$ cat src/design/cartridge_bank_controller_unit_defines.svh
// Assertion helpers for the files that check their own logic.
`ifndef CARTRIDGE_BANK_CONTROLLER_UNIT_DEFINES_SVH
`define CARTRIDGE_BANK_CONTROLLER_UNIT_DEFINES_SVH

// The consequent must hold in the same cycle as the antecedent.
`define CBC_ASSERT_NOW(label, clk, rst, ante, cons) \
   label: assert property (@(posedge clk) disable iff (rst) (ante) |-> (cons)) \
      else $error("cartridge bank controller check failed");

// The consequent must hold in the cycle after the antecedent.
`define CBC_ASSERT_NEXT(label, clk, rst, ante, cons) \
   label: assert property (@(posedge clk) disable iff (rst) (ante) |=> (cons)) \
      else $error("cartridge bank controller check failed");

`endif

$ cat src/design/cbc_pkg.sv
package cbc_pkg;

   // Bytes in one cartridge RAM bank, and the widest RAM index (four banks).
   localparam int BANK_BYTES = 8192;
   localparam int RAM_INDEX_W = 15;

   // Depth of the queue between the front and the back.
   localparam int QUEUE_DEPTH = 2;

   // What the back has to do with a job.
   localparam logic [1:0] JOB_PLAIN     = 2'd0;
   localparam logic [1:0] JOB_RAM_READ  = 2'd1;
   localparam logic [1:0] JOB_RAM_WRITE = 2'd2;

   typedef struct packed {
      logic        mode;
      logic [15:0] bus_address;
      logic [7:0]  write_byte;
   } req_type;

   typedef struct packed {
      logic [7:0]  read_byte;
      logic        rom_access;
      logic [18:0] rom_address;
      logic        save_pending;
   } rsp_type;

   typedef struct packed {
      logic [1:0]             kind;
      logic [RAM_INDEX_W-1:0] ram_index;
      logic [7:0]             write_data;
      rsp_type                rsp;
   } job_type;

   typedef struct packed {
      logic full;
      logic empty;
   } queue_stat_type;

   typedef struct packed {
      logic dirty;
   } front_stat_type;

   typedef struct packed {
      logic clearing;
   } back_stat_type;

endpackage

$ cat src/design/cbc_queue.sv
module cbc_queue (
   input  logic                    clock,
   input  logic                    reset,
   input  logic                    push,
   input  cbc_pkg::job_type        push_job,
   input  logic                    pop,
   output cbc_pkg::job_type        head,
   output cbc_pkg::queue_stat_type stat
);

   localparam int PTR_W = (cbc_pkg::QUEUE_DEPTH > 1) ? $clog2(cbc_pkg::QUEUE_DEPTH) : 1;
   localparam int CNT_W = $clog2(cbc_pkg::QUEUE_DEPTH + 1);
   localparam logic [PTR_W-1:0] LAST_SLOT = PTR_W'(cbc_pkg::QUEUE_DEPTH - 1);
   localparam logic [CNT_W-1:0] FULL_COUNT = CNT_W'(cbc_pkg::QUEUE_DEPTH);

   cbc_pkg::job_type slots_ff [cbc_pkg::QUEUE_DEPTH];
   logic [PTR_W-1:0] wr_ptr_ff, rd_ptr_ff;
   logic [CNT_W-1:0] count_ff;

   always_ff @(posedge clock) begin
      if (push) begin
         slots_ff[wr_ptr_ff] <= push_job;
      end
   end

   always_ff @(posedge clock) begin
      if (reset) begin
         wr_ptr_ff <= '0;
         rd_ptr_ff <= '0;
         count_ff  <= '0;
      end else begin
         if (push) begin
            wr_ptr_ff <= (wr_ptr_ff == LAST_SLOT) ? '0 : wr_ptr_ff + 1'b1;
         end
         if (pop) begin
            rd_ptr_ff <= (rd_ptr_ff == LAST_SLOT) ? '0 : rd_ptr_ff + 1'b1;
         end
         if (push && !pop) begin
            count_ff <= count_ff + 1'b1;
         end else if (pop && !push) begin
            count_ff <= count_ff - 1'b1;
         end
      end
   end

   assign head       = slots_ff[rd_ptr_ff];
   assign stat.full  = (count_ff == FULL_COUNT);
   assign stat.empty = (count_ff == '0);

endmodule

$ cat config.mk
export PLATFORM = sky130hd
export DESIGN_NAME = cbc_queue
export DESIGN_NICKNAME = d
export VERILOG_FILES = /design/src/design/cartridge_bank_controller_unit_defines.svh /design/src/design/cbc_pkg.sv /design/src/design/cbc_queue.sv
export SDC_FILE = /design/constraint.sdc
export NUM_CORES = 1
export LEC_CHECK = 0
export BUFFER_PORTS_ARGS = -buffer_cell sky130_fd_sc_hd__buf_2
export CAP_MARGIN = 10
export CORE_UTILIZATION = 55
export DETAILED_ROUTE_END_ITERATION = 10
export PLACE_DENSITY_LB_ADDON = 0.1
export SLEW_MARGIN = 40
export SYNTH_ARGS = -nofsm -noshare
export SYNTH_HDL_FRONTEND = slang
export SYNTH_SLANG_ARGS = --single-unit
$ cat constraint.sdc
create_clock -name clock -period 10.5 [get_ports clock]
set_clock_uncertainty 0.2 [all_clocks]
set_input_delay 0 -clock clock [delete_from_list [all_inputs] [get_ports clock]]
set_output_delay 0 -clock clock [all_outputs]
set_load 0.02 [all_outputs]
## Word-level counts from Yosys, hierarchy flattened

Memory sizes are Yosys's and may differ from the RTL's. A register that Yosys moved wholly into a read port is not among the register bits.
Index checks and enable logic that the tools add are counted.

- Memories kept: 1
- Latch bits: 0
- Bits in registers: 4
- Input bits: 58
- Bits in writable memories: 108
- Bits in read-only memories: 0
- Output and inout port bits: 56

- Bitwise operators: 0
- Order comparisons: 0
- Reductions and logical operators: 6
- Divide/modulo/power cells: 0
- Eq/ne operators: 1
- $add $sub $neg: 4
- Shifts and indexed selects: 0
- Muxes and demuxes: 8
- Multiply operators: 0

Memories:

| memory | depth | width | read ports | clocked after memory_dff | wr ports | RTL line | RTL |
|---|---|---|---|---|---|---|---|
| slots_ff | 2 | 54 | 1 | 1 | 1 | cbc_queue.sv:16 | `cbc_pkg::job_type slots_ff [cbc_pkg::QUEUE_DEPTH];` |

Operators by type and width:

| kind | number |
|---|---|
| $mux 1 | 6 |
| $mux 2 | 2 |
| $add 1x1->1 const B | 2 |
| $add 2x1->2 const B | 1 |
| $eq 2x2->1 const B | 1 |
| $logic_and 1x1->1 | 2 |
| $logic_not 1->1 | 2 |
| $logic_not 2->1 | 1 |
| $reduce_bool 2->1 | 1 |
| $sub 2x1->2 const B | 1 |

## Depth between registers and ports, before layout

Gate-level depths: netlist of run 1.

- Depth in word-level cells: 4
- Depth in mapped cells: 5
- Mapped depth without buffers: 5

## Least setup slack after synthesis of run 1

No wires, ideal clock.

- Path kind: reg-to-reg
- Start: register wr_ptr_ff
- End: memory slots_ff[0][0] (netlist name) (enable)
- Path buffers: 0
- Path slack: 7094 ps
- Arrival: 2734 ps
- Period minus slack after synthesis: 3406 ps
- Stages on the path, launching flop included: 2
- Cell sequence: dfxtp_1 -> nor2b_1

RTL lines:

| element | RTL line | RTL |
|---|---|---|
| start, declared | cbc_queue.sv:17 | `logic [PTR_W-1:0] wr_ptr_ff, rd_ptr_ff;` |
| start signal, assigned | cbc_queue.sv:33 | `wr_ptr_ff <= (wr_ptr_ff == LAST_SLOT) ? '0 : wr_ptr_ff + 1'b1;` |
| end, declared | cbc_queue.sv:16 |  |

Straight into the memory's write port.

==> results.toml, run 1 <==
[place]
port_buffers = 113
place_area_um2 = 4781
place.gp.congestion = 0.6895
hpwl_um = 3950

[timing]
rsz0062_at_grt = "no"
finalHoldViolations = 0
min_period_ns = 2.192
fin_tns_setup_ns = 0
slew_headroom_pct = 51.61
fmax_mhz = 456.2
report.final.setup_viol = 0
finalCritPeriodShare_pct = 20.88
worstMarginPinSlew_ns = 0.7258
slew_violations = 0

[logic_synthesis]
synth.avg_cell_area_um2 = 21.69
yosys_warnings = 0
ys_ff_latch = 113
synth_cells = 190
synth-seq-area-share_pct = 81.14
syn-num-nets = 249
syn_area_um2 = 4120
yosysUniqueCellTypes = 16

[routing]
antenna_left = 0
wire_per_inst_um = 15.87
drt_iter0_drc = 121
route.detailed.drc = 0
vias = 2405
wl_um = 7887
vias_per_cell = 4.839
drt_first_pass_iters = 4

[global_route]
overflow = 0
grt_pass1_wl_um = 12000
grt_max_degree = 55
antenna_found_initial = 0
grt.total_usage_pct = 22.10
grt_pass1_vias = 2575

[clocking]
clock_sinks = 113
cts_resized = 0
clk_pin_slew_ns = 0.06
cts_tree = "yes"
cts_hold_buf = 66
cts-root-buf = "clkbuf_8"
numCtsBuffers = 17
clk_latency_ns = 0.50
cts.path.max_buffers = 2
postCtsSetupBuffers = 0
htreeDepth = 4

[worst_hold_path]
hold_class = "in -> reg"
whs_endpoint = "slots_ff[0][53]$_DFFE_PP_"
hold_depth = 2
worstHoldStart = "push_job[53]"

[setup_path]
cpMaxStageDelayCell = "buf_4"
r2r-start = "wr_ptr_ff$_SDFFE_PP0P_"
r2r-end = "slots_ff[1][50]$_DFFE_PP_"
cp_max_fo = 54
reg2reg_slack_ns = 8.47
critPathArrivalTime_ns = 1.99
path_class = "reg -> out"
reg2reg_depth = 2
cp.required_ns = 10.30
critPathMaxStageDelay_ns = 0.57
critPathLaunchType = "flip-flop"
crit_buf_inv = 2
end_kind = "output pin"
path_delay_family = "buffers and inverters"
crit_path_cell_trace = "buf_4, mux2_2, buf_2"

[die]
ios = 114
core_um2 = 7253
die_h_um = 88.55
die-area_um2 = 7841
rows = 31
die_w_um = 88.55
start_util_pct = 56.81

[power_and_ir_drop]
irDropWorstVdd_v = 0.0001516
powerDensity_nw_per_um2 = 202.7
cellLeakagePower_nw = 2.328

[cells_and_area]
drive_above_1_share_pct = 50.50
stdcell_area_um2 = 6005
antenna_cells = 0
nFillCells = 381
syn_to_final_growth_pct = 45.73
finalNetCount = 444

[status]
status = "finished, final reports clean"

[job]
drv_cap = 0
## state kept, by name, summed over array words and instances (netlist names), named ones only
name,count
count_ff,2
rd_ptr_ff,1
slots_ff,108
wr_ptr_ff,1
## per-stage QoR
stage	power [mW]	std cells	util (%)	worst slack, ns	hold slack [ns]
finish	1.217	497	82.78	8.308	0.02382
global route	1.261	497	82.78	8.210	0.005206
CTS	1.224	497	82.78	8.276	0.0005826
detailed placement	0.6680	399	65.91	8.510	-0.009337
global placement	0.6653	399	65.91	8.530	-0.01181
floorplan	0.6257	190	-	7.094	-0.1309
## layout by cell type, fill, tap and decap left out, types with 2 or more instances in the layout
cell type	count
buf_2	113
edfxtp_1	108
dlygate4sd3_1	66
mux2_2	54
clkbuf_16	16
nor2_1	5
clkinv_1	5
clkinv_2	5
dfxtp_1	4
bufinv_16	3
buf_4	3
xor2_1	2
xnor2_1	2
clkinvlp_4	2
## worst max path at each step
stage                      startpoint                         to  slack, ns  cells past startpoint
2_1_floorplan  wr_ptr_ff$_SDFFE_PP0P_   slots_ff[0][0]$_DFFE_PP_       7.09                      1
3_3_place_gp   wr_ptr_ff$_SDFFE_PP0P_  slots_ff[1][52]$_DFFE_PP_       8.53                      2
3_5_place_dp   wr_ptr_ff$_SDFFE_PP0P_  slots_ff[0][52]$_DFFE_PP_       8.51                      2
4_1_cts                     flip-flop                   head[10]       8.28                      3
5_1_grt                     flip-flop                    head[3]       8.21                      3
6_report                    flip-flop                   head[10]       8.31                      3
## Yosys cell counts
| library cell | count | area [um2] |
|---|---|---|
| mux2_2 | 54 | 608.1 |
| ha_1 | 1 | 12.51 |
| a21oi_1 | 1 | 5.000 |
| buf_2 | 1 | 5.000 |
| edfxtp_1 | 108 | 3243 |
| buf_6 | 5 | 56.30 |
| or3_1 | 1 | 6.260 |
| and2b_2 | 1 | 8.760 |
| xnor2_1 | 2 | 17.52 |
| o21ai_0 | 1 | 5.000 |
| and2_1 | 1 | 6.260 |
| nor2_1 | 5 | 18.77 |
| nor2b_1 | 1 | 6.260 |
| xor2_1 | 2 | 17.52 |
| dfxtp_1 | 5 | 100.1 |
| inv_1 | 1 | 3.750 |
## power by group
group / switching [mW] / leakage [nW] / total (mW) / internal (mW)
Sequential: 0.00768 / 1.06 / 0.534 / 0.526
Clock: 0.183 / 0.274 / 0.536 / 0.353
Combinational: 0.0801 / 0.998 / 0.147 / 0.0671
## cell families (layout without fill, tap and decap cells)
| kind of cell | count (synthesis) | in the layout | synth area share [%] |
|---|---|---|---|
| xor+xnor | 4 | 4 | 0.8504 |
| compound gates | 2 | 2 | 0.2427 |
| simple gates | 9 | 9 | 1.124 |
| fa+ha+maj | 1 | 1 | 0.3036 |
| flops | 113 | 113 | 81.14 |
| buf+inv | 7 | 215 | 1.579 |
| mux | 54 | 54 | 14.76 |
## routing by layer
layer	track usage, %	routed length (um)	vias up
met5	0	0	-
met2	38.32	4244	88
met4	8.651	78	0
li1	-	-	1140
met3	8.955	441	11
met1	24.35	3122	1166
## final cells by class
class / count / area, um2 / share of cell area (%)
Sequential cell: 113 / 3344 / 55.70
Clock buffer: 17 / 414.1 / 6.897
Inverter: 1 / 3.754 / 0.06251
Timing Repair Buffer: 182 / 1249 / 20.80
Tap cell: 99 / 123.9 / 2.063
Clock inverter: 15 / 148.9 / 2.480
Multi-Input combinational cell: 70 / 720.7 / 12.00
Power figures use the tool's default switching activity.
==> inputs of run 2 (changes only) <==
Settings changed: CORE_UTILIZATION 55 to 51.
Clock period 10.5 ns to 2.1 ns, I/O delays scaled along.
==> run 2 against run 1 <==
First-iteration DRC count shrank 32%. Largest cell class unchanged. Via count shrank 2.2%. Sequential share of layout area is 0.65 points higher. Flip-flop and latch count unchanged. Register-to-register slack got worse by 8.2 ns. Clock-buffer cell count increased by 1. Worst setup slack worse by 8.2 ns. Hold slack better by 0.0022 ns.
==> results.toml, run 2 (synthesis gave the netlist of run 1 again) <==
[power_and_ir_drop]
powerDensity_nw_per_um2 = 994.9
irDropWorstVdd_v = 0.0006816
cellLeakagePower_nw = 2.290
power_mw = 5.906

[timing]
fin_ws_ns = 0.1349
finalHoldViolations = 0
worstMarginPinSlew_ns = 0.4262
fmax_mhz = 508.9
finalCritPeriodShare_pct = 93.58
report.final.setup_viol = 0
min_period_ns = 1.965
slew_violations = 0
rsz0062_at_grt = "no"
slew_headroom_pct = 71.59
fin_tns_setup_ns = 0

[setup_path]
cp_max_fo = 32
end_kind = "output pin"
crit_path_cell_trace = "buf_4, mux2_2, buf_2"
critPathMaxStageDelay_ns = 0.40
critPathLaunchType = "flip-flop"
cpMaxStageDelayCell = "mux2_2"
path_delay_family = "buffers and inverters"
cp.required_ns = 1.90
path_class = "reg -> out"
critPathArrivalTime_ns = 1.77
crit_buf_inv = 2

[routing]
route.detailed.drc = 0
vias_per_cell = 4.749
antenna_left = 0
vias = 2351
drt_iter0_drc = 82
wire_per_inst_um = 14.92
wl_um = 7386
drt_first_pass_iters = 4

[die]
core_um2 = 7767
ios = 114
start_util_pct = 53.04
die_h_um = 91.88
die-area_um2 = 8442
die_w_um = 91.88
rows = 32

[status]
status = "finished, final reports clean"

[global_route]
grt_pass1_wl_um = 11370
grt.total_usage_pct = 18.39
grt_max_degree = 34
grt_pass1_vias = 2475
overflow = 0
antenna_found_initial = 0

[cells_and_area]
drive_above_1_share_pct = 52.67
largest_register_ffs = 108
syn_to_final_growth_pct = 44.06
layout_common_cells = "buf_2 (113), edfxtp_1 (108), dlygate4sd3_1 (58)"
top_register = "slots_ff"
final_common_cell = "buf_2"
antenna_cells = 0
largestRegisters = "slots_ff x108, count_ff x2"
finalNetCount = 439
utilization_pct = 76.42
nFillCells = 460

[clocking]
cts_resized = 0
postCtsSetupBuffers = 0
clk_latency_ns = 0.49
cts.path.max_buffers = 2
cts_tree = "yes"
htreeDepth = 4
clk_pin_slew_ns = 0.06
clock_sinks = 113
cts-root-buf = "clkbuf_8"
numCtsBuffers = 17

[place]
dpl_worst_slack_ns = 0.6204
port_buffers = 113
place.gp.congestion = 0.6732
hpwl_um = 4150

[worst_hold_path]
hold_class = "in -> reg"

[job]
drv_cap = 0
-- run 2: worst paths after layout --
| path | cells past startpoint | endpoint | start | slack, ns |
|---|---|---|---|---|
| worst min register to register | 2 | rd_ptr_ff$_SDFFE_PP0P_ | rd_ptr_ff$_SDFFE_PP0P_ | 0.33 |
| worst max-delay path | 3 | head[47] | flip-flop | 0.13 |
| worst min-delay path | 2 | slots_ff[0][11]$_DFFE_PP_ | push_job[11] | 0.03 |
| worst max register to register | 4 | count_ff[1]$_SDFFE_PP0P_ | count_ff[0]$_SDFFE_PP0P_ | 0.27 |
-- run 2: area by class of cell --
class / count / area, um2 / share of cell area (%)
Clock inverter: 14 / 117.6 / 1.981
Clock buffer: 18 / 417.9 / 7.040
Tap cell: 102 / 127.6 / 2.150
Timing Repair Buffer: 177 / 1204 / 20.28
Inverter: 1 / 3.754 / 0.06324
Multi-Input combinational cell: 70 / 720.7 / 12.14
Sequential cell: 113 / 3344 / 56.34
-- run 2: timing repair --
item,CTS,global route
hold buffers,58,0
setup endpoints to repair,0,0
endpoints found under the hold margin,167,0
-- run 2: metrics by stage --
step	hold slack (ns)	instances	instance area (um2)
6_report	0.02606	495	5936
5_1_grt	0.007120	495	5936
4_1_cts	0.001110	495	5936
3_5_place_dp	-0.008869	405	4820
3_3_place_gp	-0.01219	405	4820
2_1_floorplan	-0.1309	190	4129
-- run 2: per-layer routing --
metal | wire length, um | part of all wire [%] | GRT usage [%]
met1 | 3017 | 41 | 19.63
met2 | 3939 | 53 | 32.84
met3 | 379 | 5.1 | 6.385
met4 | 50 | 0.68 | 7.943
met5 | 0 | 0 | 0
-- run 2: report_power, final --
part           internal (mW)  total (mW)  switching (mW)
sequential              2.63        2.66          0.0351
clock                   1.56        2.51           0.957
combinational          0.336       0.729           0.392
total                   4.52        5.91            1.38
==> inputs of run 3 (changes only) <==
Settings changed: PLACE_DENSITY set to 0.82, PLACE_DENSITY_LB_ADDON 0.1 to not set.
==> run 3 against run 2 <==
Power up 8.3%. Clock power increased by 19%. Non-clock buffer count grew 9. Wire length grew 5.6%. Design area up 2.8%. Critical path type unchanged. Largest power group is now the clock network.
==> results.toml, run 3 (synthesis gave the netlist of run 1 again) <==
[routing]
wire_per_inst_um = 15.47
route.detailed.drc = 0
antenna_left = 0
vias_per_cell = 4.827
drt_first_pass_iters = 4
wl_um = 7796
vias = 2433
drt_iter0_drc = 100

[die]
ios = 114
start_util_pct = 53.04
core_um2 = 7767
die_w_um = 91.88
die_h_um = 91.88
rows = 32
die-area_um2 = 8442

[setup_path]
r2r-start = "wr_ptr_ff$_SDFFE_PP0P_"
cp.required_ns = 1.90
crit_path_cell_trace = "buf_4, mux2_2, buf_2"
cpMaxStageDelayCell = "mux2_2"
critPathMaxStageDelay_ns = 0.40
reg2reg_depth = 2
path_class = "reg -> out"
crit_buf_inv = 2
r2r-end = "slots_ff[1][48]$_DFFE_PP_"
end_kind = "output pin"
path_delay_family = "buffers and inverters"
critPathArrivalTime_ns = 1.73
reg2reg_slack_ns = 0.64
cp_max_fo = 30
critPathLaunchType = "flip-flop"

[cells_and_area]
layout_common_cells = "buf_2 (113), edfxtp_1 (108), dlygate4sd3_1 (66)"
final_common_cell = "buf_2"
antenna_cells = 0
largestRegisters = "slots_ff x108, count_ff x2"
drive_above_1_share_pct = 51.74
utilization_pct = 78.59
top_register = "slots_ff"
finalNetCount = 448
nFillCells = 434
syn_to_final_growth_pct = 48.16
stdcell_area_um2 = 6105
largest_register_ffs = 108
finalNonFillerCells = 504

[timing]
whs_ns = 0.02637
report.final.setup_viol = 0
slew_violations = 0
slew_headroom_pct = 73.97
finalHoldViolations = 0
fin_ws_ns = 0.1672
rsz0062_at_grt = "no"
fmax_mhz = 517.4
fin_tns_setup_ns = 0
worstMarginPinSlew_ns = 0.3904
min_period_ns = 1.933
finalCritPeriodShare_pct = 92.04

[worst_hold_path]
hold_depth = 2
worstHoldStart = "push_job[41]"
hold_class = "in -> reg"
whs_endpoint = "slots_ff[0][41]$_DFFE_PP_"

[global_route]
grt_pass1_wl_um = 11930
grt_pass1_vias = 2579
overflow = 0
antenna_found_initial = 0
grt_max_degree = 31
grt.total_usage_pct = 19.73

[clocking]
cts.path.max_buffers = 2
htreeDepth = 4
clock_sinks = 113
numCtsBuffers = 17
cts_resized = 0
clk_latency_ns = 0.50
cts_hold_buf = 66
clk_pin_slew_ns = 0.06
cts-root-buf = "clkbuf_8"
postCtsSetupBuffers = 0
cts_tree = "yes"

[power_and_ir_drop]
power_mw = 6.398
irDropWorstVdd_v = 0.0006281
cellLeakagePower_nw = 2.369
powerDensity_nw_per_um2 = 1048

[status]
status = "finished, final reports clean"

[place]
dp_cells = 406
dpl_worst_slack_ns = 0.6282
port_buffers = 113
hpwl_um = 4250
place_area_um2 = 4815
place.gp.congestion = 0.6720

[job]
drv_cap = 0
## run 3: cell count changes in the layout (fill, tap and decap cells not counted), sizes merged
cell         delta
buf             +1
dlygate4sd3     +8
bufinv          +4
clkinvlp        -1
clkinv          -3
## run 3: cell type report
class | count | area, um2 | share of cell area, %
Sequential cell | 113 | 3344 | 54.79
Timing Repair Buffer | 186 | 1279 | 20.95
Multi-Input combinational cell | 70 | 720.7 | 11.81
Clock buffer | 18 | 417.9 | 6.846
Clock inverter | 14 | 211.5 | 3.464
Tap cell | 102 | 127.6 | 2.091
Inverter | 1 | 3.754 | 0.06149
## run 3: routing by layer
layer,vias to the layer above,global-route usage [%],part of all wire [%]
met5,-,0,0
met4,0,9.635,1.3
met3,11,5.556,4.8
met2,85,35.20,55
met1,1186,21.50,39
li1,1151,-,-
## run 3: worst max path at each step
stage | cells past startpoint | slack (ns) | end
6_report | 3 | 0.17 | head[18]
5_1_grt | 3 | 0.09 | head[18]
4_1_cts | 3 | 0.13 | head[25]
3_5_place_dp | 2 | 0.63 | slots_ff[1][39]$_DFFE_PP_
3_3_place_gp | 2 | 0.65 | slots_ff[1][33]$_DFFE_PP_
2_1_floorplan | 1 | 0.33 | slots_ff[0][0]$_DFFE_PP_
## run 3: worst reg2reg max path, delay by kind of cell, from the launching register on
kind	cells	cell delay [ns]
buf+inv	1	0.35
flops	1	0.39
simple gates	1	0.18
## run 3: power breakdown
part	total, mW	leakage, nW	internal, mW	switching (mW)
Clock	2.99	0.295	2.04	0.953
Sequential	2.67	1.06	2.63	0.0369
Combinational	0.741	1.02	0.343	0.397
Total	6.40	2.37	5.01	1.39
