**src/design/cartridge_bank_controller_unit_defines.svh**
```systemverilog
// Assertion helpers for the files that check their own logic.
`ifndef CARTRIDGE_BANK_CONTROLLER_UNIT_DEFINES_SVH
`define CARTRIDGE_BANK_CONTROLLER_UNIT_DEFINES_SVH

// The consequent must hold in the same cycle as the antecedent.
`define CBC_ASSERT_NOW(label, clk, rst, ante, cons) \
   label: assert property (@(posedge clk) disable iff (rst) (ante) |-> (cons)) \
      else $error("cartridge bank controller check failed");

// The consequent must hold in the cycle after the antecedent.
`define CBC_ASSERT_NEXT(label, clk, rst, ante, cons) \
   label: assert property (@(posedge clk) disable iff (rst) (ante) |=> (cons)) \
      else $error("cartridge bank controller check failed");

`endif

```
**src/design/cbc_pkg.sv**
```systemverilog
package cbc_pkg;

   // Bytes in one cartridge RAM bank, and the widest RAM index (four banks).
   localparam int BANK_BYTES = 8192;
   localparam int RAM_INDEX_W = 15;

   // Depth of the queue between the front and the back.
   localparam int QUEUE_DEPTH = 2;

   // What the back has to do with a job.
   localparam logic [1:0] JOB_PLAIN     = 2'd0;
   localparam logic [1:0] JOB_RAM_READ  = 2'd1;
   localparam logic [1:0] JOB_RAM_WRITE = 2'd2;

   typedef struct packed {
      logic        mode;
      logic [15:0] bus_address;
      logic [7:0]  write_byte;
   } req_type;

   typedef struct packed {
      logic [7:0]  read_byte;
      logic        rom_access;
      logic [18:0] rom_address;
      logic        save_pending;
   } rsp_type;

   typedef struct packed {
      logic [1:0]             kind;
      logic [RAM_INDEX_W-1:0] ram_index;
      logic [7:0]             write_data;
      rsp_type                rsp;
   } job_type;

   typedef struct packed {
      logic full;
      logic empty;
   } queue_stat_type;

   typedef struct packed {
      logic dirty;
   } front_stat_type;

   typedef struct packed {
      logic clearing;
   } back_stat_type;

endpackage

```
**src/design/cbc_front.sv**
```systemverilog
module cbc_front #(
   parameter int BANK_COUNT = 4
) (
   input  logic                    clock,
   input  logic                    reset,
   input  logic                    req_valid,
   output logic                    req_stall,
   input  cbc_pkg::req_type        req_payload,
   input  logic                    hold,
   input  logic                    csr_valid,
   input  logic                    csr_write_data,
   output logic                    push,
   output cbc_pkg::job_type        job,
   output cbc_pkg::front_stat_type stat
);

   // Address regions, one for each 8 KiB slice of the bus.
   localparam logic [2:0] REGION_LOW0    = 3'd0;
   localparam logic [2:0] REGION_LOW1    = 3'd1;
   localparam logic [2:0] REGION_BANKED0 = 3'd2;
   localparam logic [2:0] REGION_BANKED1 = 3'd3;
   localparam logic [2:0] REGION_WINDOW  = 3'd5;
   localparam logic [3:0] ENABLE_CODE    = 4'hA;
   localparam logic [2:0] BANK_LIMIT     = 3'(BANK_COUNT);

   logic       battery_ff;
   logic       ram_enable_ff, ram_enable_in;
   logic [4:0] rom_bank_ff, rom_bank_in;
   logic [1:0] ram_bank_ff, ram_bank_in;
   logic       dirty_ff, dirty_in;
   logic       accept;
   logic       ram_ok;
   logic [2:0] region;
   logic [4:0] rom_bank_eff;

   assign req_stall = hold;
   assign accept    = req_valid && !hold;
   assign push      = accept;
   assign region    = req_payload.bus_address[15:13];
   assign ram_ok    = ram_enable_ff && ({1'b0, ram_bank_ff} < BANK_LIMIT);
   // Bank zero in the switchable slot maps to bank one.
   assign rom_bank_eff = (rom_bank_ff == 5'd0) ? 5'd1 : rom_bank_ff;

   always_comb begin
      ram_enable_in = ram_enable_ff;
      rom_bank_in   = rom_bank_ff;
      ram_bank_in   = ram_bank_ff;
      dirty_in      = dirty_ff;
      job.kind       = cbc_pkg::JOB_PLAIN;
      job.ram_index  = {ram_bank_ff, req_payload.bus_address[12:0]};
      job.write_data = req_payload.write_byte;
      job.rsp        = '0;
      if (req_payload.mode) begin
         // The banking mode slice is written without any effect.
         unique case (region)
            REGION_LOW0: begin
               ram_enable_in = (req_payload.write_byte[3:0] == ENABLE_CODE);
            end
            REGION_LOW1: begin
               rom_bank_in = req_payload.write_byte[4:0];
            end
            REGION_BANKED0: begin
               ram_bank_in = req_payload.write_byte[1:0];
            end
            REGION_WINDOW: begin
               if (ram_ok) begin
                  job.kind = cbc_pkg::JOB_RAM_WRITE;
                  if (battery_ff) begin
                     dirty_in = 1'b1;
                  end
               end
            end
            default: begin
            end
         endcase
         job.rsp.save_pending = dirty_in;
      end else begin
         unique case (region) inside
            REGION_LOW0, REGION_LOW1: begin
               job.rsp.rom_access  = 1'b1;
               job.rsp.rom_address = {5'd0, req_payload.bus_address[13:0]};
            end
            REGION_BANKED0, REGION_BANKED1: begin
               job.rsp.rom_access  = 1'b1;
               job.rsp.rom_address = {rom_bank_eff, req_payload.bus_address[13:0]};
            end
            REGION_WINDOW: begin
               if (ram_ok) begin
                  job.kind = cbc_pkg::JOB_RAM_READ;
               end else begin
                  job.rsp.read_byte = 8'hFF;
               end
            end
            default: begin
               job.rsp.read_byte = 8'hFF;
            end
         endcase
         job.rsp.save_pending = dirty_ff;
      end
   end

   always_ff @(posedge clock) begin
      if (reset) begin
         battery_ff    <= 1'b0;
         ram_enable_ff <= 1'b0;
         rom_bank_ff   <= 5'd0;
         ram_bank_ff   <= 2'd0;
         dirty_ff      <= 1'b0;
      end else begin
         if (csr_valid) begin
            battery_ff <= csr_write_data;
         end
         if (accept) begin
            ram_enable_ff <= ram_enable_in;
            rom_bank_ff   <= rom_bank_in;
            ram_bank_ff   <= ram_bank_in;
            dirty_ff      <= dirty_in;
         end
      end
   end

   assign stat.dirty = dirty_ff;

endmodule

```
**config.mk**
```make
export PLATFORM = sky130hd
export DESIGN_NAME = cbc_front
export DESIGN_NICKNAME = d
export VERILOG_FILES = /design/src/design/cartridge_bank_controller_unit_defines.svh /design/src/design/cbc_pkg.sv /design/src/design/cbc_front.sv
export SDC_FILE = /design/constraint.sdc
export NUM_CORES = 1
export LEC_CHECK = 0
export BUFFER_PORTS_ARGS = -buffer_cell sky130_fd_sc_hd__clkbuf_2
export CAP_MARGIN = 20
export CORE_ASPECT_RATIO = 1.2
export CORE_MARGIN = 2
export CORE_UTILIZATION = 30
export CTS_BUF_LIST = sky130_fd_sc_hd__clkbuf_2
export DETAILED_ROUTE_END_ITERATION = 6
export GPL_TIMING_DRIVEN = 0
export PLACE_DENSITY = 0.69
export SLEW_MARGIN = 40
export SYNTH_ARGS = -nofsm -noshare
export SYNTH_HDL_FRONTEND = slang
export SYNTH_SLANG_ARGS = --single-unit
```
**constraint.sdc**
```tcl
create_clock -name clock -period 1.2 [get_ports clock]
set_clock_uncertainty 0.1 [all_clocks]
set_input_delay 0.06 -clock clock [delete_from_list [all_inputs] [get_ports clock]]
set_output_delay 0.06 -clock clock [all_outputs]
set_load 0.02 [all_outputs]
```
After elaboration in Yosys (flattened, before gate mapping)
Index checks and enable logic that the tools add are counted.
{"block": "totals", "inputBits": 31, "output_inout_bits": 57, "word_cells": 34, "reg_bits": 10}
{"block": "op_classes", "n_eq_ne": 5, "n_mux": 14, "n_reduce_logical": 10}
{"cell": "one-hot mux 20 bit (2 select lines)", "count": 1}
{"cell": "two-way mux 28 bit", "count": 1}
{"cell": "one-hot mux 8 bit (2 select lines)", "count": 1}
{"cell": "AND reduction 3 bit", "count": 3}
{"cell": "two-way mux 2 bit", "count": 4}
{"cell": "two-way mux 8 bit", "count": 1}
{"cell": "equality test 3 x 2 -> 1 bit, second input constant", "count": 2}
{"cell": "logical NOT 5 bit", "count": 1}
{"cell": "two-way mux 1 bit", "count": 5}
{"cell": "two-way mux 5 bit", "count": 1}
{"cell": "equality test 4 bit, second input constant", "count": 1}
{"cell": "OR reduction 2 bit", "count": 2}
{"cell": "OR reduction 4 bit", "count": 1}
{"cell": "equality test 3 x 1 -> 1 bit, second input constant", "count": 1}
{"cell": "equality test 3 bit, second input constant", "count": 1}
{"cell": "logical NOT 3 bit", "count": 1}
{"cell": "logical AND 1 bit", "count": 1}
{"cell": "logical NOT 1 bit", "count": 1}

Depth between registers and ports, before layout
Gate-level depths: netlist of the first run.
{"block": "depth", "ltp_word": 4, "ltp_mapped": 5, "mapped_depth_nobuf": 3}

Worst setup path after synthesis of the first run
No wires, ideal clock.
{"block": "synth_timing", "path_kind": "input to output", "from": "in req_payload[22] in the netlist's numbering", "to": "out job[22] in the netlist's numbering", "arrival_time_ns": 1.171, "cell_stages": 4, "slack_ns": -0.131, "required_time_ns": 1.040, "n_path_buf": 2, "cell_sequence": "clkbuf_2 -> nor2b_2 -> a21oi_1 -> buf_4"}
{"item": "from (decl)", "line": "cbc_front.sv:8", "source": "input cbc_pkg::req_type req_payload,"}
{"item": "to (decl)", "line": "cbc_front.sv:13", "source": "output cbc_pkg::job_type job,"}

==> impl_metrics.py, run 1 <==
metrics = {
    "die": {
        "initial_core_util": 0.314,
        "die_w_um": 53.3,
        "rows": 21,
        "chipHeight_um": 63.1,
        "die_area_mm2": 0.00336,
        "io_pins": 88,
        "coreArea_mm2": 0.00279,
    },
    "logic_synthesis": {
        "syn_nets": 137,
        "synth_top_area_frac": 0.258,
        "netlist_instances": 106,
        "synthFlopType": "dfxtp_1",
        "yosysWarnings": 0,
        "post-synth-top-count-cell": "buf_4",
        "seq_area_frac_synth": 0.229,
        "synth.area.top_cells": "buf_4, dfxtp_1, and2_1",
        "ys_types": 29,
        "synthArstFlopShare": 0,
        "syn_area_um2": 873,
        "synth-edff-count": 0,
        "ys_ff_latch": 10,
        "synth_area_leader_cell": "buf_4",
        "synth_common_cells": "buf_4, and2_1, dfxtp_1",
        "syn_avg_cell_area_um2": 8.24,
    },
    "drt": {
        "detail_route.wl_per_cell_um": 10.3,
        "drtIter0Drc": 16,
        "drt-pass1-iter-count": 4,
        "drt-total-wl_um": 2430,
        "final_antenna_net_count": 0,
        "route.detailed.drc": 0,
        "via_per_inst": 4.19,
        "vias": 989,
    },
    "sta": {
        "max-slew-margin-rel": 0.787,
        "rsz0062_at_grt": "yes",
        "worst_slew_pin_slew_ns": 0.320,
        "whs_ns": 0.0592,
        "setup_viol": 12,
        "min_period_ns": 1.39,
        "finalHoldViolCount": 0,
        "max_freq_ghz": 0.718,
        "final.setup.tns_ns": -1.81,
        "fin_ws_ns": -0.193,
        "finalMaxSlewViolations": 0,
        "fin_crit_sh": 1.16,
    },
    "place": {
        "placed_cell_area_mm2": 0.00134,
        "dp_hpwl_um": 1960,
        "port_buffers": 83,
        "pre_cts_slack_ns": -0.00708,
        "globalplace.congestion": 0.689,
    },
    "global_routing": {
        "met2_usage": 0.256,
        "track_usage": 0.147,
        "grt_pass1_wl_um": 3870,
        "busiest_layer": "met2",
        "antenna_found_initial": 0,
        "grt_start_max_net_pins": 11,
        "use_met1": 0.180,
        "grt_use_met3": 0.0450,
        "first_global_vias": 886,
        "grt_overflow": 0,
    },
    "finish": {
        "diodes": 0,
        "area_growth_pct": 75.5,
        "final.fill_count": 280,
        "drive_above_1_share": 0.678,
        "finalNetCount": 234,
        "stdcell_area_mm2": 0.00153,
    },
    "clocking": {
        "insertion_delay_ns": 0.25,
        "cts_buffers": 3,
        "htreeDepth": 1,
        "cts_buffer_depth": 2,
        "cts-root-buf": "clkbuf_2",
        "clkTransAtPathRegs_ns": 0.09,
        "cts_tree": "done",
        "clock-sinks": 10,
    },
    "setup_path": {
        "crit_path_max_incr_delay_ns": 0.34,
        "crit_family": "simple AND/OR/NAND/NOR gates",
        "cpMaxStageDelayCell": "dfxtp_2",
        "required_ns": 1.04,
        "path_cells": "and4b_2 -> buf_6 -> and2b_1 -> clkbuf_8",
        "crit_path_max_fanout": 3,
        "critPathBufInv": 2,
        "critPathKind": "reg -> out",
        "worstPathArrival_ns": 1.23,
        "crit_path_end_kind": "primary output",
        "critPathLaunchType": "flip-flop",
    },
    "job": {
        "drv_cap": 0,
    },
    "min_path": {
        "min_path_type": "in -> reg",
    },
    "status": {
        "violations": "negative setup slack",
        "status": "complete, but fails checks",
    },
    "power_and_ir_drop": {
        "power_leakage_nw": 0.853,
        "power.density_mw_per_mm2": 601,
        "ir_worst_vdd_mv": 0.544,
    },
}
registers in the layout (all words and copies together) (netlist names):
signal / cells
stat: 1
rom_bank_ff: 5
ram_bank_ff: 2
ram_enable_ff: 1
battery_ff: 1
cell families after synthesis:
kind of cell / share of synthesized area
buffers and inverters: 0.289
and+or+nand+nor: 0.325
muxes: 0.0573
AOI/OAI and AO/OA: 0.0989
DFF: 0.229
worst paths after layout:
check	endpoint	slack, ns	startpoint	cells after the start
max	job[52]	-0.19	ram_enable_ff	4
min	ram_enable_ff	0.06	req_payload[21]	4
max reg2reg	stat	0.01	ram_enable_ff	4
min reg2reg	rom_bank_ff[0]	0.37	rom_bank_ff[0]	2
layer usage:
metal  share of wire  wire (um)  up-vias
met2            0.54       1300       38
met1            0.39        935      431
li1                -          -      520
met5               0          0        -
met3           0.076        185        0
met4               0          0        0
metrics by stage:
step	instances	utilization	power (mW)
floorplan	106	-	0.579
global placement	223	0.479	0.717
detailed placement	223	0.479	0.718
CTS	236	0.537	0.931
global route	236	0.550	0.982
finish	236	0.550	0.922
report_power, final:
| group | internal, mW | total [mW] | switching, mW |
|---|---|---|---|
| Combinational | 0.189 | 0.396 | 0.207 |
| Sequential | 0.335 | 0.338 | 0.00295 |
| Clock | 0.0724 | 0.187 | 0.115 |
cell type report:
class / instances / area, um^2 / area share
timing repair buffer: 93 / 563 / 0.367
multi-input combinational: 61 / 454 / 0.296
buffer: 33 / 244 / 0.159
sequential: 10 / 206 / 0.135
tap: 34 / 42.5 / 0.0278
clock buffer: 3 / 15.0 / 0.00980
clock inverter: 1 / 3.75 / 0.00245
inverter: 1 / 3.75 / 0.00245
placed cells by master, fill, tap and decap left out, drive strengths merged:
master / count
a41oi: 1
and3: 4
nor2b: 2
o31ai: 1
nand3: 1
and4bb: 1
nand2: 6
nand4bb: 1
nor4bb: 1
mux2i: 5
nor3b: 1
and2: 16
and4b: 1
nor4: 1
clkinv: 2
buf: 36
o211a: 1
dlygate4sd3: 8
a21oi: 5
dfxtp: 10
clkbuf: 85
nor2: 4
nand2b: 4
and2b: 1
a31o: 4
worst reg2reg max path: stages, from the launching register on:
cell     delay (ns)
dfxtp_2        0.34
and4b_2        0.24
buf_4          0.14
a41oi_1        0.21
nor2_1         0.07
timing repair:
| item | CTS | global route |
|---|---|---|
| hold endpoints to repair | 10 | 0 |
| setup buffers | 2 | 1 |
| pin swaps | 3 | 2 |
| hold buffers | 8 | 0 |
| resized for setup | 12 | 17 |
| endpoints found under the setup margin | 12 | 32 |
(Power assumes the default switching activity.)
==> run 2, diff against run 1 <==
--- a/config.mk
+++ b/config.mk
@@ -7,13 +7,15 @@
 export LEC_CHECK = 0
 export BUFFER_PORTS_ARGS = -buffer_cell sky130_fd_sc_hd__clkbuf_2
 export CAP_MARGIN = 20
+export CELL_PAD_IN_SITES_DETAIL_PLACEMENT = 1
+export CELL_PAD_IN_SITES_GLOBAL_PLACEMENT = 1
 export CORE_ASPECT_RATIO = 1.2
 export CORE_MARGIN = 2
-export CORE_UTILIZATION = 30
+export CORE_UTILIZATION = 23
 export CTS_BUF_LIST = sky130_fd_sc_hd__clkbuf_2
 export DETAILED_ROUTE_END_ITERATION = 6
 export GPL_TIMING_DRIVEN = 0
-export PLACE_DENSITY = 0.69
+export PLACE_DENSITY = 0.81
 export SLEW_MARGIN = 40
 export SYNTH_ARGS = -nofsm -noshare
 export SYNTH_HDL_FRONTEND = slang
==> run 2 against run 1 <==
Effect of this change: sequential cell count did not move; clock power rose by 4%; global-route usage rose by 0.68 points; power rose by 7.2%; the flow still finishes with violations (negative setup slack); sequential power barely moved; maximum frequency barely moved; final cell count rose by 7.6%; critical path depth fell by 1; worst hold slack got worse by 0.046 ns; utilization fell by 8.9 points; via count rose by 7.5%; cell area rose by 9.4%; largest cell class unchanged.
==> impl_metrics.py, run 2 (same netlist as run 1, synthesis figures left out) <==
metrics = {
    "setup_path": {
        "critPathLaunchType": "flip-flop",
        "crit_path_end_kind": "primary output",
        "crit_path_max_fanout": 4,
        "worstPathArrival_ns": 1.23,
        "r2r_slack_ns": 0.10,
        "critPathKind": "reg -> out",
        "required_ns": 1.04,
    },
    "drt": {
        "route.detailed.drc": 0,
        "drt-pass1-iter-count": 3,
        "drtIter0Drc": 34,
        "via_per_inst": 4.19,
        "vias": 1063,
        "drt-total-wl_um": 3240,
        "final_antenna_net_count": 0,
        "detail_route.wl_per_cell_um": 12.7,
    },
    "die": {
        "die_w_um": 60.3,
        "initial_core_util": 0.240,
        "chipHeight_um": 71.5,
        "die_area_mm2": 0.00431,
        "coreArea_mm2": 0.00363,
        "rows": 24,
        "io_pins": 88,
    },
    "place": {
        "placed_cell_area_mm2": 0.00136,
        "globalplace.congestion": 0.726,
        "port_buffers": 83,
        "pre_cts_slack_ns": -0.0266,
        "dp_hpwl_um": 2540,
    },
    "power_and_ir_drop": {
        "power_leakage_nw": 0.886,
        "power.density_mw_per_mm2": 589,
        "ir_worst_vdd_mv": 0.212,
    },
    "sta": {
        "setup_viol": 11,
        "fin_crit_sh": 1.16,
        "rsz0062_at_grt": "yes",
        "worst_slew_pin_slew_ns": 0.263,
        "min_period_ns": 1.39,
        "max-slew-margin-rel": 0.822,
        "max_freq_ghz": 0.718,
        "finalHoldViolCount": 0,
        "finalMaxSlewViolations": 0,
        "final.setup.tns_ns": -1.14,
        "whs_ns": 0.0129,
        "fin_ws_ns": -0.193,
    },
    "clocking": {
        "cts_buffer_depth": 2,
        "cts-root-buf": "clkbuf_2",
        "clock-sinks": 10,
        "htreeDepth": 1,
        "cts_buffers": 3,
        "clkTransAtPathRegs_ns": 0.12,
        "insertion_delay_ns": 0.26,
        "cts_tree": "done",
    },
    "finish": {
        "top_register": "rom_bank_ff",
        "drive_above_1_share": 0.678,
        "finalNetCount": 234,
        "final.fill_count": 461,
        "reg.largest.list": "rom_bank_ff (5), ram_bank_ff (2)",
        "stdcell_area_mm2": 0.00168,
        "layout_common_cells": "clkbuf_2, buf_4, and2_1",
        "final_common_cell": "clkbuf_2",
        "diodes": 0,
        "area_growth_pct": 92.0,
        "largest_reg_flops": 5,
    },
    "status": {
        "status": "complete, but fails checks",
        "violations": "negative setup slack",
    },
    "global_routing": {
        "antenna_found_initial": 0,
        "grt_start_max_net_pins": 11,
        "track_usage": 0.154,
        "grt_overflow": 0,
        "first_global_vias": 1107,
        "grt_pass1_wl_um": 5040,
    },
    "min_path": {
        "min_path_type": "in -> reg",
    },
    "job": {
        "drv_cap": 0,
    },
}
## run 2: final timing paths
kind / from / to / cells past startpoint
setup / recovery: ram_enable_ff / job[0] / 3
hold / removal: req_payload[2] / ram_enable_ff / 4
setup reg to reg: ram_enable_ff / stat / 3
hold reg to reg: ram_bank_ff[1] / ram_bank_ff[1] / 2
## run 2: metal layers
metal	vias to the layer above	global-route usage	wire length, um
met2	43	0.293	1870
li1	525	-	-
met1	487	0.154	1070
met4	0	0.0593	81
met5	-	0	0
met3	8	0.0343	210
## run 2: per-stage QoR
stage	cells	util	total power [mW]
2_1_floorplan	106	-	0.579
3_3_place_gp	241	0.374	0.719
3_5_place_dp	241	0.374	0.727
4_1_cts	253	0.433	0.970
5_1_grt	254	0.461	1.05
6_report	254	0.461	0.988
## run 2: area by class of cell
cell class                      instances  area (um^2)  share of cell area
Sequential cell                        10          209               0.125
Multi-Input combinational cell         61          470               0.281
Tap cell                               52         65.1              0.0388
Buffer                                 33          273               0.163
Clock inverter                          1         3.75             0.00224
Inverter                                1         3.75             0.00224
Clock buffer                            3         15.0             0.00896
Timing Repair Buffer                   93          637               0.380
## run 2: timing repair
| action | in CTS | in global routing |
|---|---|---|
| pin swaps | 4 | 1 |
| gates resized for setup | 30 | 34 |
| setup endpoints to repair | 18 | 16 |
| hold endpoints to repair | 10 | 0 |
| setup buffers | 1 | 1 |
| hold buffers | 8 | 0 |
## run 2: where the power goes
group	internal [mW]	switching [mW]	total (mW)
clock	0.0724	0.123	0.195
combinational	0.228	0.228	0.456
sequential	0.333	0.00339	0.337
total	0.634	0.354	0.988
## run 2: critical path: stages (launching register included)
cell	delay, ns
dfxtp_2	0.36
and4b_2	0.26
a31o_4	0.23
buf_8	0.12
==> run 3, diff against run 2 <==
--- a/config.mk
+++ b/config.mk
@@ -11,11 +11,11 @@
 export CELL_PAD_IN_SITES_GLOBAL_PLACEMENT = 1
 export CORE_ASPECT_RATIO = 1.2
 export CORE_MARGIN = 2
-export CORE_UTILIZATION = 23
-export CTS_BUF_LIST = sky130_fd_sc_hd__clkbuf_2
+export CORE_UTILIZATION = 22
+export CTS_BUF_LIST = sky130_fd_sc_hd__clkbuf_8 sky130_fd_sc_hd__clkbuf_16
 export DETAILED_ROUTE_END_ITERATION = 6
 export GPL_TIMING_DRIVEN = 0
-export PLACE_DENSITY = 0.81
+export PLACE_DENSITY = 0.78
 export SLEW_MARGIN = 40
 export SYNTH_ARGS = -nofsm -noshare
 export SYNTH_HDL_FRONTEND = slang
==> run 3 against run 2 <==
Effect of this change: the run still ends with negative setup slack left; die area grew 4.3%; non-clock buffer count shrank 2; wire length shrank 2.7%; final cell count shrank 0.39%; utilization shrank 3.2 points; worst setup slack gained 0.066 ns; sequential power is essentially flat; sequential share of layout area shrank 0.057 points; highest routed layer unchanged; sequential cell count is the same; power grew 15%.
==> impl_metrics.py, run 3 (same netlist as run 1, synthesis figures left out) <==
metrics = {
    "sta": {
        "setup_viol": 10,
        "max_freq_ghz": 0.754,
        "fin_ws_ns": -0.127,
        "whs_ns": 0.0189,
        "finalMaxSlewViolations": 0,
        "worst_slew_pin_slew_ns": 0.323,
        "rsz0062_at_grt": "yes",
        "fin_crit_sh": 1.11,
        "max-slew-margin-rel": 0.782,
        "final.setup.tns_ns": -0.911,
        "min_period_ns": 1.33,
        "finalHoldViolCount": 0,
    },
    "clocking": {
        "cts_tree": "done",
        "clkTransAtPathRegs_ns": 0.05,
        "cts_buffer_depth": 2,
        "cts_buffers": 3,
        "insertion_delay_ns": 0.24,
        "clock-sinks": 10,
        "cts-root-buf": "clkbuf_8",
        "htreeDepth": 1,
    },
    "finish": {
        "seq_area_um2": 206,
        "drive_above_1_share": 0.663,
        "final_common_cell": "clkbuf_2",
        "fin_cells": 253,
        "largest_reg_flops": 5,
        "top_register": "rom_bank_ff",
        "multi_input_area_um2": 457,
        "reg.largest.list": "rom_bank_ff (5), ram_bank_ff (2)",
        "finalNetCount": 232,
        "layout_common_cells": "clkbuf_2, buf_4, and2_1",
        "final.fill_count": 507,
        "area_growth_pct": 90.5,
        "stdcell_area_mm2": 0.00166,
        "diodes": 0,
    },
    "min_path": {
        "min_path_type": "in -> reg",
        "min_from": "req_payload[0]",
        "min_to": "ram_bank_ff[0]",
        "hold_depth": 3,
    },
    "setup_path": {
        "r2r-end": "stat",
        "worstPathArrival_ns": 1.17,
        "timing.rr.start": "ram_enable_ff",
        "required_ns": 1.04,
        "r2r.worst_path.cells": 3,
        "crit_path_max_fanout": 4,
        "r2r_slack_ns": 0.15,
        "crit_path_end_kind": "primary output",
        "critPathKind": "reg -> out",
        "critPathLaunchType": "flip-flop",
    },
    "power_and_ir_drop": {
        "power.density_mw_per_mm2": 685,
        "finalPower_mw": 1.14,
        "internal-power_uw": 781,
        "p_switching_uw": 359,
        "p_clk_frac": 0.308,
        "power_frac_seq": 0.297,
        "ir_worst_vdd_mv": 0.669,
        "pwr-share-comb": 0.395,
        "p_sw_frac": 0.315,
        "power_leakage_nw": 0.885,
    },
    "status": {
        "status": "complete, but fails checks",
        "violations": "negative setup slack",
    },
    "die": {
        "rows": 25,
        "chipHeight_um": 73.0,
        "io_pins": 88,
        "die_area_mm2": 0.00449,
        "die_w_um": 61.5,
        "initial_core_util": 0.225,
        "coreArea_mm2": 0.00388,
    },
    "drt": {
        "route.detailed.drc": 0,
        "detail_route.wl_per_cell_um": 12.4,
        "drt-pass1-iter-count": 2,
        "drt-total-wl_um": 3150,
        "vias": 1024,
        "drtIter0Drc": 27,
        "via_per_inst": 4.05,
        "final_antenna_net_count": 0,
    },
    "global_routing": {
        "grt_overflow": 0,
        "antenna_found_initial": 0,
        "grt_start_max_net_pins": 11,
        "grt_pass1_wl_um": 4760,
        "first_global_vias": 1033,
        "track_usage": 0.143,
    },
    "job": {
        "drv_cap": 0,
    },
    "place": {
        "port_buffers": 83,
        "placed_cell_area_mm2": 0.00136,
        "placed_cells": 243,
        "globalplace.congestion": 0.664,
        "dp_hpwl_um": 2480,
    },
}
==> run 3: critical path, cell delays in order, from the launching register on <==
cell and delay (ns):
dfxtp_4 0.35, and4b_2 0.23, a31o_4 0.23, buf_8 0.12
==> run 3: through the flow <==
step / util / worst slack [ns]
finish: 0.429 / -0.127
global route: 0.429 / -0.161
CTS: 0.420 / -0.149
detailed placement: 0.351 / -0.0607
global placement: 0.351 / -0.0605
floorplan: - / 0.115
==> run 3: metal layers <==
metal  vias up  global-route usage  wire length [um]
li1        512                   -                 -
met1       467               0.146              1130
met2        43               0.278              1790
met3         2              0.0337               205
met4         0              0.0355                25
met5         -                   0                 0
==> run 3: what timing repair did <==
action                                 CTS  global route
setup endpoints to repair               22            17
setup buffers                            2             0
hold buffers                             6             0
endpoints found under the hold margin    6             0
pin swaps                                6             2
resized for setup                       35            18
==> run 3: worst max path at each step <==
stage | slack (ns) | startpoint | cells after the start | to
after CTS | -0.15 | rom_bank_ff[3] | 3 | job[15]
after global routing | -0.16 | ram_enable_ff | 3 | job[0]
final | -0.13 | ram_enable_ff | 3 | job[0]
after floorplan | 0.11 | ram_enable_ff | 2 | job[22]
after global placement | -0.06 | req_payload[24] | 5 | job[15]
after detailed placement | -0.06 | req_payload[24] | 5 | job[15]
==> run 3: power groups by stage <==
| stage | clock [mW] | sequential, mW | combinational [mW] |
|---|---|---|---|
| final | 0.351 | 0.338 | 0.451 |
| after global routing | 0.382 | 0.338 | 0.485 |
| after detailed placement | 0 | 0.346 | 0.380 |
| after floorplan | 0 | 0.346 | 0.233 |
| after CTS | 0.363 | 0.340 | 0.439 |
| after global placement | 0 | 0.346 | 0.374 |
==> run 3: area by class of cell <==
cell class	count	area share
timing repair buffer	91	0.370
multi-input combinational	61	0.274
buffer	33	0.164
sequential	10	0.124
tap	54	0.0406
clock buffer	3	0.0248
inverter	1	0.00226
